**src/design/cbs_pkg.sv**
```systemverilog
// shared constants and types for the cubic bezier segment sampler
package cbs_pkg;

  localparam int STEPS      = 50;
  localparam int COORD_BITS = 10;
  localparam int FRAC_BITS  = 16;
  localparam int FIX_W      = COORD_BITS + FRAC_BITS;

  // sample counter and remainder accumulator for exact t = floor(k * 2^16 / STEPS)
  localparam int K_W    = $clog2(STEPS);
  localparam int REM_W  = $clog2(STEPS) + 1;
  localparam int T_STEP = (1 << FRAC_BITS) / STEPS;
  localparam int T_REM  = (1 << FRAC_BITS) % STEPS;

  // control-point queue between front and back
  localparam int QDEPTH = 2;
  localparam int QPTR_W = $clog2(QDEPTH);
  localparam int QCNT_W = $clog2(QDEPTH + 1);

  // pipeline depth of the back end: three lerp levels, two stages each
  localparam int PIPE_DEPTH = 6;
  localparam int T_DEPTH    = 4;

  typedef logic [COORD_BITS-1:0] coord_t;
  typedef logic [FIX_W-1:0]      fix_t;
  typedef logic [FRAC_BITS-1:0]  tq_t;

  typedef struct packed {
    coord_t [3:0] x;
    coord_t [3:0] y;
  } points_t;

  typedef struct packed {
    logic    valid;
    points_t pts;
  } head_t;

  typedef struct packed {
    logic valid;
    logic first;
    logic last;
  } smp_ctl_t;

endpackage

```
**src/design/cbs_front.sv**
```systemverilog
// front end: accepts control-point words into a short queue
module cbs_front import cbs_pkg::*; (
  input  logic   clk,
  input  logic   rst,
  input  logic   in_valid,
  output logic   in_ready,
  input  coord_t p0_x,
  input  coord_t p0_y,
  input  coord_t p1_x,
  input  coord_t p1_y,
  input  coord_t p2_x,
  input  coord_t p2_y,
  input  coord_t p3_x,
  input  coord_t p3_y,
  output head_t  head,
  input  logic   pop
);

  points_t             q [QDEPTH];
  points_t             pts_in;
  logic [QPTR_W-1:0]   wr_ptr;
  logic [QPTR_W-1:0]   rd_ptr;
  logic [QCNT_W-1:0]   count;
  logic                push;

  assign in_ready = (count != QCNT_W'(QDEPTH));
  assign push     = in_valid && in_ready;

  always_comb begin
    pts_in.x = {p3_x, p2_x, p1_x, p0_x};
    pts_in.y = {p3_y, p2_y, p1_y, p0_y};
  end

  assign head.valid = (count != '0);
  assign head.pts   = q[rd_ptr];

  always_ff @(posedge clk) begin
    if (push) begin
      q[wr_ptr] <= pts_in;
    end
  end

  always_ff @(posedge clk) begin
    if (rst) begin
      wr_ptr <= '0;
      rd_ptr <= '0;
      count  <= '0;
    end else begin
      if (push) begin
        wr_ptr <= (wr_ptr == QPTR_W'(QDEPTH - 1)) ? '0 : wr_ptr + 1'b1;
      end
      if (pop) begin
        rd_ptr <= (rd_ptr == QPTR_W'(QDEPTH - 1)) ? '0 : rd_ptr + 1'b1;
      end
      case ({push, pop})
        2'b10:   count <= count + 1'b1;
        2'b01:   count <= count - 1'b1;
        default: count <= count;
      endcase
    end
  end

endmodule

```
**config.mk**
```make
export PLATFORM = sky130hd
export DESIGN_NAME = cbs_front
export DESIGN_NICKNAME = d
export VERILOG_FILES = /design/src/design/cbs_pkg.sv /design/src/design/cbs_front.sv
export SDC_FILE = /design/constraint.sdc
export NUM_CORES = 1
export LEC_CHECK = 0
export ABC_AREA = 1
export BUFFER_PORTS_ARGS = -buffer_cell sky130_fd_sc_hd__buf_2
export CORE_ASPECT_RATIO = 0.6
export CORE_MARGIN = 2
export CORE_UTILIZATION = 53
export DETAILED_ROUTE_END_ITERATION = 8
export PLACE_DENSITY = 0.81
export SYNTH_ARGS = -nofsm -noshare
export SYNTH_HDL_FRONTEND = slang
export SYNTH_SLANG_ARGS = --single-unit
```
**constraint.sdc**
```tcl
create_clock -name clk -period 6.35 [get_ports clk]
set_clock_uncertainty 0.2 [all_clocks]
set_input_delay 0.3175 -clock clk [delete_from_list [all_inputs] [get_ports clk]]
set_output_delay 0.3175 -clock clk [all_outputs]
set_load 0.03 [all_outputs]
```
Word-level counts from Yosys, hierarchy flattened
Memory sizes are Yosys's and may differ from the RTL's. A register that Yosys moved wholly into a read port is not among the register bits.
Index checks and enable logic that the tools add are counted.
{"block": "word_totals", "n_memories": 1, "input_bits": 84, "ff_bits": 4, "ram_bits": 160, "wordCells": 21, "out_inout_bits": 82}
{"block": "classes", "eq_ne": 3, "muxes": 7, "addsub": 4, "n_reduce_logical": 3}
{"name": "q", "words": 2, "width": 80, "read_ports": 1, "rd_clocked_by_memory_dff": 1, "write_ports": 1, "line_no": "cbs_front.sv:19", "text": "points_t q [QDEPTH];"}
{"cell": "1-bit 2-to-1 mux", "count": 6}
{"cell": "2-bit case mux with 2 select lines", "count": 1}
{"cell": "2-bit nonzero test", "count": 2}
{"cell": "1-bit adder (second input constant)", "count": 2}
{"cell": "2-bit by 1-bit adder with 2-bit output (second input constant)", "count": 1}
{"cell": "2-bit by 1-bit equality test with 1-bit output (second input constant)", "count": 1}
{"cell": "2-bit equality test (second input constant)", "count": 1}
{"cell": "2-bit inequality test (second input constant)", "count": 1}
{"cell": "2-bit by 1-bit subtractor with 2-bit output (second input constant)", "count": 1}
{"cell": "1-bit logical AND", "count": 1}

Depth between registers and ports, before layout
Gate-level depths: netlist (run 1).
{"block": "depth", "word_depth": 4, "ltp_mapped": 9, "ltp_nobuf": 9}

Worst setup path before layout (run 1)
Ideal clock, no wire load.
{"block": "synth_timing", "kind": "reg2reg", "start": "reg count[0]", "end": "mem q[0][0] (netlist name) (enable)", "arrival_time_ns": 4.179, "stages_incl_launch_ff": 5, "synth_period_minus_slack_ns": 4.898, "setup_slack_ns": 1.452, "setup_ns": 0.519, "n_path_buf": 0, "t_required_ns": 5.631, "path_cell_list": "dfxtp_1 -> inv_1 -> nand2_1 -> nand2_1 -> nor2_1"}
{"block": "synth_between", "elab_chain_cells": 4}
{"item": "start: declaration", "line_no": "cbs_front.sv:23", "text": "logic [QCNT_W-1:0] count;"}
{"item": "start signal: assignment", "line_no": "cbs_front.sv:56", "text": "2'b10: count <= count + 1'b1;"}
{"item": "start signal: assignment", "line_no": "cbs_front.sv:57", "text": "2'b01: count <= count - 1'b1;"}
{"item": "start signal: assignment", "line_no": "cbs_front.sv:58", "text": "default: count <= count;"}
{"item": "2-bit inequality test", "line_no": "cbs_front.sv:26", "text": "assign in_ready = (count != QCNT_W'(QDEPTH));"}
{"item": "via in_ready", "line_no": "cbs_front.sv:6", "text": "output logic in_ready,"}
{"item": "1-bit logical AND", "line_no": "cbs_front.sv:27", "text": "assign push = in_valid && in_ready;"}
{"item": "1-bit 2-to-1 mux", "line_no": "cbs_front.sv:38", "text": "if (push) begin"}
{"item": "1-bit 2-to-1 mux (not written as such)", "line_no": "cbs_front.sv:39", "text": "q[wr_ptr] <= pts_in;"}
{"item": "end: declaration", "line_no": "cbs_front.sv:19"}
The timed path passes the listed nets, and every way through them passes these cells.

==> impl_metrics.env, run 1 <==
export IMPL_p_per_area_mw_per_mm2=321
export IMPL_fp_dieH_um=89.2
export IMPL_grt_usage_pct=19.0
export IMPL_worst_path_buf_inv=2
export IMPL_drv_slew=0
export IMPL_cts_sinks=165
export IMPL_dpl_cell_count=606
export IMPL_clk_pin_slew_ns=0.06
export IMPL_final_nets=628
export IMPL_vias=3499
export IMPL_synth_avg_cell_area_um2=22.7
export IMPL_post_cts_buffers=0
export IMPL_ios=166
export IMPL_switching_share_pct=25.8
export IMPL_max_slew_margin_pct=26.8
export IMPL_syn_inst=282
export IMPL_hp_class="in -> reg"
export IMPL_grt_pass1_wl_mm=18.3
export IMPL_antenna_found_initial=0
export IMPL_first_global_vias=3681
export IMPL_p_sw_w=0.000723
export IMPL_cpMaxStageDelayCell="dfxtp_4"
export IMPL_grt_overflow=0
export IMPL_irDropWorstVdd_mv=0.222
export IMPL_finalNonFillerCells=721
export IMPL_clk_latency_ns=0.40
export IMPL_setup_viol=0
export IMPL_internal_power_w=0.00208
export IMPL_pwr_share_clk_pct=35.6
export IMPL_wl_mm=12.4
export IMPL_ff_latch_area_mm2=0.00491
export IMPL_p_leak_nw=3.50
export IMPL_clk_path_buf_depth=2
export IMPL_tritoncts="done"
export IMPL_cts_made_buffers=17
export IMPL_cpLargestDelayFamily="buffers and inverters"
export IMPL_root_buffer="clkbuf_16"
export IMPL_pwr_share_comb_pct=17.0
export IMPL_wl_per_cell_um=17.2
export IMPL_ys_seq_elements=165
export IMPL_critical_path_required_ns=5.83
export IMPL_dp_final_hpwl_mm=7.26
export IMPL_critPathMaxFanout=41
export IMPL_yosysWarnings=0
export IMPL_end_kind="primary output"
export IMPL_synth_cell_types=14
export IMPL_die_w_um=146
export IMPL_seqPwrFrac_pct=47.4
export IMPL_drive_above_1_share_pct=50.9
export IMPL_cp_data_arrival_time_ns=2.60
export IMPL_grt_setup_unrepaired="false"
export IMPL_syn_area_mm2=0.00641
export IMPL_rows=31
export IMPL_htreeDepth=4
export IMPL_outcome="complete, no violations"
export IMPL_pre_cts_ws_ns=3.48
export IMPL_fin_ws_ns=3.23
export IMPL_crit_type="reg -> out"
export IMPL_maxCapViolCount=0
export IMPL_grt_max_degree=44
export IMPL_core_area_mm2=0.0119
export IMPL_ys_seq_area_share_pct=76.6
export IMPL_period_needed_ns=3.12
export IMPL_drtIter0Drc=164
export IMPL_finalCritPeriodShare_pct=49.2
export IMPL_startpoint_type="register"
export IMPL_firstDrtPassIters=4
export IMPL_ant_nets=0
export IMPL_synthesis_nets=367
export IMPL_slowest_delay_ns=0.82
export IMPL_clock_fmax_mhz=320
export IMPL_areaGrowthSynthToFinish_pct=36.1
export IMPL_detail_route_drc_violations=0
export IMPL_finalHoldViolations=0
export IMPL_portBuffers=165
export IMPL_critical_path_cell_chain="buf_4, mux2_4, buf_2"
export IMPL_setup_tns_ns=0
export IMPL_worst_pin_slew_ns=1.10
export IMPL_vias_per_cell=4.85
export IMPL_die_area_mm2=0.0130
export IMPL_multiInputGateArea_mm2=0.00133
export IMPL_fillers=727
export IMPL_n_antenna_cell=0
export IMPL_gp_congestion=0.707
export IMPL_initial_core_util_pct=53.8
==> sequential cells by signal, indices dropped and copies added (netlist names), named ones only <==
name / count
wr_ptr: 1
count: 2
rd_ptr: 1
q: 160
==> cell families (layout without fill, tap and decap cells) <==
kind of cell / count (synthesis) / after routing / synth area share [%]
DFF: 165 / 165 / 76.6
xor gates and xnor gates: 1 / 1 / 0.137
and+or+nand+nor: 17 / 17 / 1.07
adders and majority gates: 1 / 1 / 0.195
AOI/OAI and AO/OA: 4 / 4 / 0.313
buffers and inverters: 14 / 288 / 2.97
muxes: 80 / 80 / 18.7
==> path summary, 6_finish.rpt <==
kind | startpoint | end | slack (ns) | cells after the start
max | register | head[52] | 3.23 | 3
min | pop | rd_ptr$_SDFFE_PP0P_ | 0.04 | 3
max reg2reg | count[0]$_SDFFE_PP0P_ | q[1][47]$_DFFE_PP_ | 3.52 | 5
min reg2reg | count[0]$_SDFFE_PP0P_ | count[0]$_SDFFE_PP0P_ | 0.35 | 2
==> timing repair <==
item	4_1_cts	5_1_grt
resized for setup	0	0
hold endpoints to repair	164	0
endpoints found under the setup margin	0	0
hold buffers	83	0
==> cells in the mapped netlist <==
cell type / count / area share [%]
a21oi_1: 2 / 0.16
buf_12: 8 / 2.5
buf_6: 1 / 0.18
dfxtp_1: 5 / 1.6
edfxtp_1: 160 / 75
ha_1: 1 / 0.20
inv_1: 5 / 0.29
mux2_4: 80 / 19
nand2_1: 6 / 0.35
nand4_1: 1 / 0.098
nor2_1: 9 / 0.53
o21ai_0: 2 / 0.16
or2_2: 1 / 0.098
xnor2_1: 1 / 0.14
==> worst register-to-register path: cells and delay by family (launching register included) <==
kind / cells / cell delay [ns]
buffers and inverters: 2 / 0.76
flip-flops: 1 / 0.36
AND/OR/NAND/NOR: 3 / 1.12
==> cell type report <==
cell class,instances,share of cell area (%)
Inverter,5,0.215
Clock inverter,15,1.75
Tap cell,165,2.37
Multi-Input combinational cell,103,15.2
Sequential cell,165,56.3
Timing Repair Buffer,251,19.3
Clock buffer,17,4.88
==> metal layers <==
metal | wire length [µm] | GRT usage (%) | up-vias
met1 | 5250 | 22.5 | 1721
met3 | 906 | 6.89 | 12
met2 | 6150 | 32.8 | 140
met4 | 132 | 6.68 | 0
li1 | - | - | 1626
met5 | 0 | 0 | -
==> power groups by stage <==
stage,registers (W),logic (W),clock network [W]
global placement,0.00135,0.000428,0
floorplan,0.00134,0.000344,0
detailed placement,0.00135,0.000435,0
CTS,0.00133,0.000477,0.00101
finish,0.00133,0.000475,0.000998
global route,0.00133,0.000503,0.00106
==> cells in the final DEF, fill, tap and decap left out, drive strengths merged <==
cell,synthesis,final
clkbuf,0,17
buf,9,168
dfxtp,5,5
dlygate4sd3,0,83
a21oi,2,2
xnor2,1,1
clkinv,0,5
nand4,1,1
nor2,9,9
mux2,80,80
ha,1,1
nand2,6,6
edfxtp,160,160
clkinvlp,0,4
or2,1,1
o21ai,2,2
inv,5,9
bufinv,0,2
==> through the flow <==
| step | util [%] | total power, W | instance area (µm²) | hold slack (ns) |
|---|---|---|---|---|
| floorplan | - | 0.00168 | 6410 | 0.190 |
| global placement | 61.4 | 0.00177 | 7310 | 0.295 |
| detailed placement | 61.4 | 0.00179 | 7310 | 0.299 |
| CTS | 73.2 | 0.00282 | 8720 | 0.00188 |
| global route | 73.2 | 0.00290 | 8720 | 0.0287 |
| finish | 73.2 | 0.00280 | 8720 | 0.0414 |
(Power assumes the default switching activity.)
==> run 2: changes to the inputs <==
ABC_AREA = 0   (was 1)
CORE_UTILIZATION = 52   (was 53)
clock period = 2.9 ns   (was 6.35 ns; I/O delays follow)
==> impl_metrics.env, run 2 <==
export IMPL_critical_path_required_ns=2.56
export IMPL_wl_mm=12.4
export IMPL_vias=3456
export IMPL_cts_resized=0
export IMPL_areaGrowthSynthToFinish_pct=41.8
export IMPL_max_slew_margin_pct=62.0
export IMPL_top_register="q"
export IMPL_outcome="complete, no violations"
export IMPL_hp_class="in -> reg"
export IMPL_cpMaxStageDelayCell="dfxtp_4"
export IMPL_finalHoldViolations=0
export IMPL_ios=166
export IMPL_ys_flop_type="edfxtp_1"
export IMPL_synth_top_area_share_pct=80.5
export IMPL_dp_final_hpwl_mm=7.06
export IMPL_portBuffers=165
export IMPL_cp_data_arrival_time_ns=2.06
export IMPL_die_area_mm2=0.0124
export IMPL_yosysTopAreaCell="edfxtp_1"
export IMPL_synth_edf_count=160
export IMPL_detail_route_drc_violations=0
export IMPL_crit_type="reg -> out"
export IMPL_wl_per_cell_um=17.9
export IMPL_synth_cell_types=18
export IMPL_die_w_um=142
export IMPL_final_nets=619
export IMPL_grt_max_degree=68
export IMPL_multiInputGateArea_mm2=0.00102
export IMPL_grt_setup_unrepaired="false"
export IMPL_slowest_delay_ns=0.71
export IMPL_n_antenna_cell=0
export IMPL_ys_seq_elements=165
export IMPL_synth_avg_cell_area_um2=21.9
export IMPL_htreeDepth=4
export IMPL_firstDrtPassIters=5
export IMPL_yosysWarnings=0
export IMPL_ff_latch_area_mm2=0.00491
export IMPL_grt_overflow=0
export IMPL_critPathMaxFanout=42
export IMPL_tritoncts="done"
export IMPL_clock_fmax_mhz=416
export IMPL_irDropWorstVdd_mv=0.458
export IMPL_antenna_found_initial=0
export IMPL_ant_nets=0
export IMPL_syn_area_mm2=0.00597
export IMPL_finalCritPeriodShare_pct=82.8
export IMPL_async_reset_ff_share_pct=0
export IMPL_p_leak_nw=3.20
export IMPL_worst_pin_slew_ns=0.570
export IMPL_fillers=642
export IMPL_root_buffer="clkbuf_16"
export IMPL_yosysMostFrequentCell="edfxtp_1"
export IMPL_synthesis_nets=357
export IMPL_critical_path_cell_chain="buf_12, mux2_2, buf_2"
export IMPL_reg_top3="q: 160 flops, count: 2 flops"
export IMPL_ys_seq_area_share_pct=82.2
export IMPL_yosys_top_cells_count="edfxtp_1, mux2_2, buf_2"
export IMPL_gp_congestion=0.763
export IMPL_core_area_mm2=0.0112
export IMPL_syn_inst=272
export IMPL_clk_path_buf_depth=2
export IMPL_drv_slew=0
export IMPL_drive_above_1_share_pct=51.9
export IMPL_first_global_vias=3681
export IMPL_fp_dieH_um=87.0
export IMPL_fin_util_pct=75.4
export IMPL_vias_per_cell=5.00
export IMPL_cts_sinks=165
export IMPL_cts_made_buffers=17
export IMPL_synth_area_leaders="edfxtp_1, mux2_2, dfxtp_1"
export IMPL_setup_tns_ns=0
export IMPL_rows=30
export IMPL_initial_core_util_pct=53.2
export IMPL_setup_viol=0
export IMPL_final_common_cell="buf_2"
export IMPL_drtIter0Drc=220
export IMPL_p_per_area_mw_per_mm2=746
export IMPL_largest_register_ffs=160
export IMPL_end_kind="primary output"
export IMPL_grt_pass1_wl_mm=18.5
export IMPL_grt_usage_pct=20.5
export IMPL_startpoint_type="register"
export IMPL_clk_latency_ns=0.41
export IMPL_clk_pin_slew_ns=0.06
export IMPL_most_common_layout_cells="buf_2, edfxtp_1, dlygate4sd3_1"
export IMPL_maxCapViolCount=0
export IMPL_period_needed_ns=2.40
-- run 2: per-stage QoR --
| step | std cells | hold slack (ns) | power (W) | area [µm²] | worst slack [ns] |
|---|---|---|---|---|---|
| final | 691 | 0.253 | 0.00631 | 8460 | 0.499 |
| after global routing | 691 | 0.243 | 0.00653 | 8460 | 0.414 |
| after CTS | 691 | 0.227 | 0.00635 | 8460 | 0.483 |
| after detailed placement | 575 | 0.136 | 0.00395 | 7000 | 0.885 |
| after global placement | 575 | 0.132 | 0.00392 | 7000 | 0.952 |
| after floorplan | 272 | 0.0141 | 0.00363 | 5970 | 0.231 |
-- run 2: worst paths after layout --
| kind | from | endpoint | slack (ns) | depth (start not counted) |
|---|---|---|---|---|
| worst max-delay path | register | head[36] | 0.50 | 3 |
| worst min-delay path | p0_x[5] | q[0][45]$_DFFE_PP_ | 0.25 | 2 |
| worst max register to register | count[0]$_SDFFE_PP0P_ | q[0][73]$_DFFE_PP_ | 0.85 | 4 |
| worst min register to register | count[1]$_SDFFE_PP0P_ | count[1]$_SDFFE_PP0P_ | 0.31 | 2 |
-- run 2: area by class of cell --
cell class,count,share of cell area [%]
clock inverters,12,1.95
clock buffers,20,5.40
flip-flops and latches,165,58.0
inverters,1,0.0887
multi-input cells,97,12.0
well taps,144,2.13
repair buffers,252,20.4
-- run 2: kinds of logic after synthesis --
logic type                 count (synthesis)  synth area share (%)
adders and majority gates                  1                 0.210
muxes                                     80                  15.1
DFF                                      165                  82.2
AOI/OAI and AO/OA                          4                 0.419
buffers and inverters                     10                 0.818
and+or+nand+nor                            9                 0.797
xor gates and xnor gates                   3                 0.441
-- run 2: critical path, delay by kind of cell, from the launching register on --
kind | cells | cell delay [ns]
flip-flops | 1 | 0.71
buffers and inverters | 2 | 0.51
multiplexers | 1 | 0.40
-- run 2: repair_timing --
| action | 4_1_cts | 5_1_grt |
|---|---|---|
| buffers inserted | 0 | 0 |
| hold endpoints to repair | 165 | 0 |
| hold buffers | 84 | 0 |
-- run 2: routing by layer --
| layer | routed length (µm) | up-vias | track usage [%] |
|---|---|---|---|
| met5 | 0 | - | 0 |
| met4 | 178 | 0 | 7.55 |
| met3 | 937 | 15 | 8.85 |
| met2 | 6100 | 134 | 35.7 |
| met1 | 5150 | 1704 | 22.8 |
| li1 | - | 1603 | - |
-- run 2: where the power goes --
part           leakage [nW]  switching [W]  internal (W)
combinational          1.37       0.000652      0.000406
sequential             1.54      0.0000761       0.00287
clock                 0.294       0.000895       0.00141
